[src/hdl/llsa_pkg.sv]
`timescale 1ns / 1ps
// Package for the least-loaded server assignment unit.
// Holds the per-cell control bundle and the sequencer state type; no dependencies.
package llsa_pkg;

    typedef struct packed {
        logic clear;    // zero the load (start of a new batch)
        logic update;   // add the service time to this cell's load
        logic active;   // cell takes part in the minimum search
        logic first;    // head of the chain: always take own load
    } llsa_cell_ctrl_t;

    typedef enum logic [1:0] {
        ST_IDLE,
        ST_SCAN,
        ST_UPDATE
    } llsa_state_t;

endpackage

[src/hdl/llsa_cell.sv]
`timescale 1ns / 1ps
// One server cell: holds that server's load and one stage of the minimum search.
// Depends on llsa_pkg for the control bundle.
module llsa_cell
    import llsa_pkg::*;
#(
    parameter int LOAD_WIDTH = 32,
    parameter int IDX_W      = 3,
    parameter int CELL_IDX   = 0
) (
    input  logic                  aclk,
    input  logic                  aresetn,
    input  llsa_cell_ctrl_t       ctrl,
    input  logic [15:0]           service_time,
    input  logic [LOAD_WIDTH-1:0] in_load,
    input  logic [IDX_W-1:0]      in_idx,
    output logic [LOAD_WIDTH-1:0] out_load,
    output logic [IDX_W-1:0]      out_idx,
    output logic                  sat
);

    localparam int SUM_W = ((LOAD_WIDTH > 16) ? LOAD_WIDTH : 16) + 1;

    logic [LOAD_WIDTH-1:0] load_reg, load_next;
    logic [LOAD_WIDTH-1:0] tok_load_reg, tok_load_next;
    logic [IDX_W-1:0]      tok_idx_reg, tok_idx_next;
    logic [SUM_W-1:0]      sum;
    logic                  ovf;
    logic                  take;

    // Saturating add of the service time.
    assign sum = SUM_W'(load_reg) + SUM_W'(service_time);
    assign ovf = |sum[SUM_W-1:LOAD_WIDTH];
    assign sat = ctrl.update & ovf;

    always_comb begin
        load_next = load_reg;
        if (ctrl.clear) begin
            load_next = '0;
        end else if (ctrl.update) begin
            load_next = ovf ? {LOAD_WIDTH{1'b1}} : sum[LOAD_WIDTH-1:0];
        end
    end

    // Strictly smaller load takes over; ties keep the lower index upstream.
    assign take = ctrl.active & (ctrl.first | (load_reg < in_load));

    always_comb begin
        tok_load_next = take ? load_reg : in_load;
        tok_idx_next  = take ? IDX_W'(CELL_IDX) : in_idx;
    end

    always_ff @(posedge aclk) begin
        if (!aresetn) begin
            load_reg <= '0;
        end else begin
            load_reg <= load_next;
        end
    end

    always_ff @(posedge aclk) begin
        tok_load_reg <= tok_load_next;
        tok_idx_reg  <= tok_idx_next;
    end

    assign out_load = tok_load_reg;
    assign out_idx  = tok_idx_reg;

endmodule

[src/hdl/least_loaded_server_assign_unit.sv]
`timescale 1ns / 1ps
// Top level of the least-loaded server assignment unit.
// Depends on llsa_pkg and llsa_cell.
//
// Each input beat is one job with its service time. The unit keeps one load
// per server in a chain of MAX_SERVERS cells. After a job is accepted, a
// search token walks the chain one cell per cycle, keeping the smallest load
// seen among the servers in use (lowest index on a tie); the chosen cell then
// adds the service time to its load, saturating at 2^LOAD_WIDTH - 1, and the
// result beat (server index, job number in the batch, saturation flag) is
// loaded into the output register. A job passes through accept, the token's
// walk across every cell of the chain and the update; a new job is taken
// only after the previous update, which waits while the output register
// holds an untaken result. The output register lets the next job be
// accepted while the previous result still waits. new_batch zeroes all
// loads and the job counter at acceptance, before the search. servers_in_use
// must be written through the cfg port only while idle; the unit does not
// enforce this. 0 acts as one server and values above MAX_SERVERS act as
// MAX_SERVERS. Loads of servers outside the active range are kept and ignored.
module least_loaded_server_assign_unit
    import llsa_pkg::*;
#(
    parameter int MAX_SERVERS = 8,
    parameter int LOAD_WIDTH  = 32
) (
    input  logic        aclk,
    input  logic        aresetn,
    // configuration write channel
    input  logic        cfg_valid,
    output logic        cfg_ready,
    input  logic [3:0]  cfg_data,
    // job input channel
    input  logic        s_valid,
    output logic        s_ready,
    input  logic [15:0] s_service_time,
    input  logic        s_new_batch,
    // result channel
    output logic        m_valid,
    input  logic        m_ready,
    output logic [2:0]  m_server_index,
    output logic [15:0] m_job_number,
    output logic        m_load_saturated
);

    localparam int IDX_W = (MAX_SERVERS > 1) ? $clog2(MAX_SERVERS) : 1;
    localparam int CNT_W = IDX_W;

    llsa_state_t state_reg, state_next;

    logic [3:0]       servers_in_use_reg;
    logic [15:0]      service_time_reg, service_time_next;
    logic [CNT_W-1:0] scan_cnt_reg, scan_cnt_next;
    logic [15:0]      job_cnt_reg, job_cnt_next;
    logic [15:0]      job_cnt_inc;

    logic        m_valid_reg, m_valid_next;
    logic [2:0]  m_server_index_reg, m_server_index_next;
    logic [15:0] m_job_number_reg, m_job_number_next;
    logic        m_load_saturated_reg, m_load_saturated_next;

    logic        s_fire;
    logic        out_free;
    logic        upd_fire;

    // chain wiring: element i is the token fed into cell i, element MAX_SERVERS the tail
    logic [LOAD_WIDTH-1:0] chain_load [MAX_SERVERS+1];
    logic [IDX_W-1:0]      chain_idx  [MAX_SERVERS+1];
    logic [MAX_SERVERS-1:0] cell_sat;
    llsa_cell_ctrl_t        cell_ctrl [MAX_SERVERS];

    logic [IDX_W-1:0] best_idx;

    assign cfg_ready = 1'b1;
    assign s_ready   = (state_reg == ST_IDLE);
    assign s_fire    = s_valid & s_ready;
    assign out_free  = ~m_valid_reg | m_ready;
    assign best_idx  = chain_idx[MAX_SERVERS];
    assign job_cnt_inc = (job_cnt_reg == 16'hFFFF) ? job_cnt_reg : job_cnt_reg + 16'd1;

    // head of the chain: cell 0 always takes its own load, so this token is unused
    assign chain_load[0] = '0;
    assign chain_idx[0]  = '0;

    genvar gi;
    generate
        for (gi = 0; gi < MAX_SERVERS; gi++) begin : g_cell
            always_comb begin
                cell_ctrl[gi].clear  = s_fire & s_new_batch;
                cell_ctrl[gi].update = upd_fire & (best_idx == IDX_W'(gi));
                cell_ctrl[gi].active = (gi == 0) || (32'(servers_in_use_reg) > 32'(gi));
                cell_ctrl[gi].first  = (gi == 0);
            end

            llsa_cell #(
                .LOAD_WIDTH (LOAD_WIDTH),
                .IDX_W      (IDX_W),
                .CELL_IDX   (gi)
            ) u_cell (
                .aclk         (aclk),
                .aresetn      (aresetn),
                .ctrl         (cell_ctrl[gi]),
                .service_time (service_time_reg),
                .in_load      (chain_load[gi]),
                .in_idx       (chain_idx[gi]),
                .out_load     (chain_load[gi+1]),
                .out_idx      (chain_idx[gi+1]),
                .sat          (cell_sat[gi])
            );
        end
    endgenerate

    // Sequencer: accept, let the token cross every cell, then update and emit.
    always_comb begin
        state_next            = state_reg;
        scan_cnt_next         = scan_cnt_reg;
        service_time_next     = service_time_reg;
        job_cnt_next          = job_cnt_reg;
        upd_fire              = 1'b0;
        m_valid_next          = m_valid_reg & ~m_ready;
        m_server_index_next   = m_server_index_reg;
        m_job_number_next     = m_job_number_reg;
        m_load_saturated_next = m_load_saturated_reg;

        case (state_reg)
            ST_IDLE: begin
                if (s_fire) begin
                    service_time_next = s_service_time;
                    scan_cnt_next     = '0;
                    if (s_new_batch) begin
                        job_cnt_next = '0;
                    end
                    state_next = ST_SCAN;
                end
            end
            ST_SCAN: begin
                // hold until the token has reached the tail of the chain
                scan_cnt_next = scan_cnt_reg + CNT_W'(1);
                if (scan_cnt_reg == CNT_W'(MAX_SERVERS - 1)) begin
                    state_next = ST_UPDATE;
                end
            end
            ST_UPDATE: begin
                // wait for a free output slot, then apply the load and emit the beat
                if (out_free) begin
                    upd_fire              = 1'b1;
                    job_cnt_next          = job_cnt_inc;
                    m_valid_next          = 1'b1;
                    m_server_index_next   = 3'(best_idx);
                    m_job_number_next     = job_cnt_inc;
                    m_load_saturated_next = |cell_sat;
                    state_next            = ST_IDLE;
                end
            end
            default: begin
                state_next = ST_IDLE;
            end
        endcase
    end

    always_ff @(posedge aclk) begin
        if (!aresetn) begin
            state_reg          <= ST_IDLE;
            scan_cnt_reg       <= '0;
            job_cnt_reg        <= '0;
            m_valid_reg        <= 1'b0;
            servers_in_use_reg <= 4'd8;
        end else begin
            state_reg    <= state_next;
            scan_cnt_reg <= scan_cnt_next;
            job_cnt_reg  <= job_cnt_next;
            m_valid_reg  <= m_valid_next;
            if (cfg_valid) begin
                servers_in_use_reg <= cfg_data;
            end
        end
    end

    always_ff @(posedge aclk) begin
        service_time_reg     <= service_time_next;
        m_server_index_reg   <= m_server_index_next;
        m_job_number_reg     <= m_job_number_next;
        m_load_saturated_reg <= m_load_saturated_next;
    end

    assign m_valid          = m_valid_reg;
    assign m_server_index   = m_server_index_reg;
    assign m_job_number     = m_job_number_reg;
    assign m_load_saturated = m_load_saturated_reg;

endmodule
[config.mk]
export PLATFORM = sky130hd
export DESIGN_NAME = least_loaded_server_assign_unit
export DESIGN_NICKNAME = d
export VERILOG_FILES = /design/src/hdl/llsa_pkg.sv /design/src/hdl/llsa_cell.sv /design/src/hdl/least_loaded_server_assign_unit.sv
export SDC_FILE = /design/constraint.sdc
export NUM_CORES = 2
export LEC_CHECK = 0
export BUFFER_PORTS_ARGS = -buffer_cell sky130_fd_sc_hd__buf_2
export CORE_MARGIN = 4
export CORE_UTILIZATION = 41
export CTS_BUF_LIST = sky130_fd_sc_hd__clkbuf_16
export DETAILED_ROUTE_END_ITERATION = 12
export GPL_ROUTABILITY_DRIVEN = 0
export SLEW_MARGIN = 20
export SYNTH_ARGS = -nofsm -noshare
export SYNTH_HDL_FRONTEND = slang
export SYNTH_SLANG_ARGS = --single-unit
[constraint.sdc]
create_clock -name aclk -period 3.9 [get_ports aclk]
set_input_delay 0.585 -clock aclk [delete_from_list [all_inputs] [get_ports aclk]]
set_output_delay 0.585 -clock aclk [all_outputs]
set_load 0.1 [all_outputs]
# After elaboration in Yosys (flattened, before gate mapping)
# Index checks and enable logic that the tools add are counted.
[word_totals]
ff_bits = 563
elab_cells = 141
[classes]
magnitude_cmp = 14
addsub = 10
n_reduce_logical = 11
bitwise = 30
mux = 30
eq_ne = 15
[op_table]
columns = ["op", "n"]
rows = [
  ["$mux W32", 14],
  ["$add A32 B16 Y33", 8],
  ["$lt A32 B32 Y1", 7],
  ["$mux W16", 4],
  ["$pmux W16 S2", 1],
  ["$and A1 B1 Y1", 26],
  ["$add A16 B1 Y16 const B", 1],
  ["$eq A16 B16 Y1 const B", 1],
  ["$gt A4 B3 Y1 const B", 4],
  ["$eq A3 B3 Y1 const B", 5],
  ["$gt A4 B2 Y1 const B", 2],
  ["$reduce_or A8 Y1", 1],
  ["$eq A3 B2 Y1 const B", 2],
  ["$mux W2", 3],
  ["$pmux W2 S3", 1],
  ["$pmux W3 S2", 1],
  ["$reduce_and A2 Y1", 3],
  ["$mux W1", 5],
  ["$gt A4 B1 Y1 const B", 1],
  ["$ne A2 B1 Y1 const B", 2],
  ["$ne A2 B2 Y1 const B", 2],
  ["$reduce_and A4 Y1", 1],
  ["$reduce_bool A2 Y1", 2],
  ["$add A3 B1 Y3 const B", 1],
  ["10 further kinds", 12],
]

# Longest topological paths before layout
[logic_depth]
word_depth = 7
depth_mapped = 13
ltp_nobuf = 11

# Modules after synthesis
# Synthesis repeated with hierarchy kept, for this count alone.
[unflattened]
cells_unflattened = 4547
area_unflattened_um2 = 38453.1
[by_module_without_submodules]
columns = ["mod", "cells_each", "area_each_um2", "n_inst"]
rows = [
  ["llsa_cell (g_cell[1].u_cell ...)", 472, 4175.3, 2],
  ["llsa_cell (g_cell[2].u_cell)", 743, 5300.1, 1],
  ["llsa_cell (g_cell[6].u_cell)", 741, 5293.8, 1],
  ["llsa_cell (g_cell[7].u_cell)", 469, 4196.5, 1],
  ["llsa_cell (g_cell[0].u_cell)", 473, 4176.5, 1],
  ["llsa_cell (g_cell[5].u_cell)", 471, 4174.0, 1],
  ["llsa_cell (g_cell[3].u_cell)", 446, 4085.2, 1],
  ["least_loaded_server_assign_unit", 260, 2876.5, 1],
]

# Worst setup path after synthesis
# OpenSTA, ideal clock, no wires.
[synth_timing]
path_kind = "register to register"
from = "register service_time_reg[1]"
to = "register m_load_saturated_reg, in the netlist m_load_saturated, data pin"
path_buffers = 1
setup_slack_ns = 0.491
synth_period_minus_slack_ns = 3.409
setup_time_ns = 0.272
stages_incl_launch_ff = 12
t_arrival_ns = 3.137
path_cell_list = "edfxtp_1 -> fa_1 -> a211oi_2 -> o21ai_1 -> a31oi_2 -> o21ai_1 -> a211o_1 -> and3_1 -> buf_6 -> nand2_8 -> nand4_1 -> or4_1"
[synth_via]
elab_chain_cells = 3
elab_cells_between_ends = 17
[synth_rtl]
columns = ["item", "line", "text"]
rows = [
  ["from (decl)", "least_loaded_server_assign_unit.sv:51", "logic [15:0] service_time_reg, service_time_next;"],
  ["from (signal assigned)", "least_loaded_server_assign_unit.sv:179", "service_time_reg <= service_time_next;"],
  ["$add A32 B16 Y33", "llsa_cell.sv:32", "assign sum = SUM_W'(load_reg) + SUM_W'(service_time);"],
  ["$and A1 B1 Y1", "llsa_cell.sv:34", "assign sat = ctrl.update & ovf;"],
  ["$reduce_or A8 Y1 *", "least_loaded_server_assign_unit.sv:150", "m_load_saturated_next = |cell_sat;"],
  ["to (signal assigned)", "least_loaded_server_assign_unit.sv:182", "m_load_saturated_reg <= m_load_saturated_next;"],
  ["to (decl)", "least_loaded_server_assign_unit.sv:59", "logic m_load_saturated_reg, m_load_saturated_next;"],
]
# Every way passes the cells marked *; elsewhere a longest branch is shown, timed or not.
# A chain may end at the register's enable or synchronous reset.

# Worst setup path after layout
[layout_timing]
from = "register service_time_reg[0]"
to = "register m_load_saturated_reg, in the netlist m_load_saturated, data pin"
# Same word-level chain as after synthesis.

==> impl_metrics.csv <==
group,metric,value,unit
run_status,outcome,"finished, final reports clean",
clock_network,cts_tree,"yes",
drt,vias,23600,
grt,grt_max_degree,68,
placement,dp_slack,0.142,ns
drt,avgRoutedWirePerCell,16.7,µm
grt,grt_pass1_wl,119000,µm
synth,synthXorXnorAreaFrac,3.94,%
run,cap_violations,0,
synth,netlist.top_cell.by_area,"dfxtp_1",
drt,drtPass1Iterations,5,
cells_and_area,final_cells,4399,
synth,syn_inst,3307,
synth,yosysSeqAreaShare,37.4,%
synth,synth_top_family_by_area,"compound AO/OA/AOI/OAI gates",
die,ios,49,
worst_setup_path,cp_num_buf_inv,1,
clock_network,cts_max_level,3,
placement,post-place-cells,4280,
synth,synth_nets,3689,
grt,antenna_found_initial,1,
grt,grt.total_usage,18.3,%
synth,synth-compound-area-share,19.7,%
synth,synth.avg_cell_area,9.35,µm²
worst_setup_path,crit_required,4.23,ns
clock_network,cts_hold_buf,0,
pwr,irDropWorstVdd,0.271,mV
timing,hold_violations,0,
die,initial_core_util,41.5,%
synth,ys_ff_latch,559,
cells_and_area,final_common_cell,"dfxtp_1",
worst_setup_path,crit_family,"compound AO/OA/AOI/OAI gates",
cells_and_area,synthToLayoutAreaGrowth,12.1,%
timing,worst_pin_slew,0.706,ns
worst_setup_path,cpPeakStageDelay,0.52,ns
die,die_h,283,µm
placement,dpl_cell_area,32500,µm²
worst_setup_path,crit_type,"register to register",
cells_and_area,layout-drive-gt1-share,11.4,%
timing,min_period,3.68,ns
timing,fmax,272,MHz
clock_network,postCtsSetupRepairBufs,0,
grt,overflow,0,
clock_network,clock-sinks,559,
drt,route.detailed.drc,0,
hold_path,hold_class,"input port to register",
clock_network,cts-root-buf,"clkbuf_16",
clock_network,clkTransAtPathRegs,0.06,ns
synth,synth_area,30900,µm²
worst_setup_path,end_kind,"register",
worst_setup_path,critPathSlowestCell,"or4_1",
worst_setup_path,arrival,4.00,ns
synth,synthMuxAreaShare,7.57,%
die,rows,100,
timing,maxSlewHeadroom,52.9,%
synth,yosys.area.top_type_share,33.9,%
synth,ys_top_cells_by_area,"dfxtp_1, ha_1, mux2_2",
cells_and_area,final_area,34700,µm²
drt,vias_per_cell,5.36,
timing,finalSetupTns,0,ns
timing,slew_violations,0,
worst_setup_path,cpMostUsedCell,"o21ai_1",
worst_setup_path,worstPathMaxFanout,9,
timing,period_share,94.2,%
die,dieArea,79900,µm²
cells_and_area,finalNetCount,3763,
drt,drt_iter0_drc,1195,
clock_network,cts_resized,0,
synth,synth_edf_count,36,
drt,ant_nets,0,
die,fp.dieW,283,µm
clock_network,clkLatencyLatePin,0.60,ns
synth,synth_ff_type,"dfxtp_1",
drt,routed_wl,73700,µm
timing,worst_slack,0.225,ns
worst_setup_path,start_kind,"register",
pwr,p_per_area,354,nW/µm²
grt,grt_pass1_vias,22600,
die,fp.coreArea,74600,µm²
synth,yosys.area_share.simple,12.3,%
pwr,finalPower,12.3,mW
timing,finalSetupViolCount,0,
clock_network,cts_made_buffers,68,
cells_and_area,largest_reg_flops,256,
pwr,p_leak,15.1,nW
clock_network,cts_buffer_depth,3,
placement,numPortBuffers,47,
timing,rsz0062_at_grt,"false",
worst_setup_path,worstPathCellList,"buf_4 -> ha_1 -> fa_1 -> a211oi_2 -> o21ai_1 -> a31oi_2 -> o21ai_1 -> a211o_1 -> and3_1 -> nand2_8 -> nand4_1 -> or4_1",
cells_and_area,mostFrequentLayoutCells,"dfxtp_1, ha_1, inv_1",
synth,yosysWarnings,0,
placement,dp_hpwl,55200,µm
synth,ys_types,94,
timing,finClkSkew,0.0227,ns
synth,synthAdderAreaFrac,14.6,%
synth,ys_async_sr_fraction,0,%
## cell usage after synthesis (10+ instances only)
library cell	count
a211o_1	12
a211oi_1	42
a21o_1	116
a21oi_1	250
a22oi_1	14
a311oi_1	29
a31oi_1	115
and2_1	23
and3_1	55
and4_1	19
buf_2	27
clkbuf_1	72
dfxtp_1	523
edfxtp_1	36
ha_1	348
inv_1	250
mux2_1	58
mux2_2	132
mux2i_1	20
nand2_1	116
nand2b_1	36
nand3_1	72
nand4_1	54
nor2_1	177
nor2b_1	45
nor3_1	62
nor4_1	11
o21a_1	45
o21ai_0	186
o21ai_1	34
o21bai_1	15
o31ai_1	10
xnor2_1	71
xor2_1	68
## path summary, 6_finish.rpt
check / start / to / slack (ns) / depth (start not counted)
max: service_time_reg[0] / m_load_saturated / 0.22 / 12
min: s_service_time[14] / service_time_reg[14] / 0.16 / 1
max reg2reg: service_time_reg[0] / m_load_saturated / 0.22 / 12
min reg2reg: g_cell[0].u_cell.load_reg[13] / g_cell[0].u_cell.out_load[13] / 0.37 / 0
## where the power goes
part	switching, mW	leakage, nW	internal, mW
clock	2.47	1.10	3.59
sequential	0.0400	4.58	5.78
combinational	0.243	9.39	0.142
total	2.75	15.1	9.51
## layout make-up
type,instances,area [µm²]
Antenna cell,1,2.50
Clock buffer,72,1800
Clock inverter,46,320
Fill cell,7158,39900
Inverter,251,942
Multi-Input combinational cell,2391,18000
Sequential cell,559,11600
Tap cell,969,1210
Timing Repair Buffer,110,808
## per-stage QoR
step,hold WS (ns),util [%]
6_report,0.162,46.5
5_1_grt,0.146,46.5
4_1_cts,0.126,46.5
3_5_place_dp,0.363,43.6
3_3_place_gp,0.359,43.6
2_1_floorplan,0.344,-
## routing by layer
metal,GRT usage [%],wire length (µm)
met5,0,0
met4,5.74,2000
met3,2.31,2240
met2,30.5,33800
met1,24.6,35600
## cells by family after synthesis
kind of cell | Yosys count
mux | 210
xor+xnor | 139
simple gates | 724
compound gates | 961
flops | 559
buf+inv | 357
fa+ha+maj | 356
other cells | 1
Power figures use the tool's default switching activity.
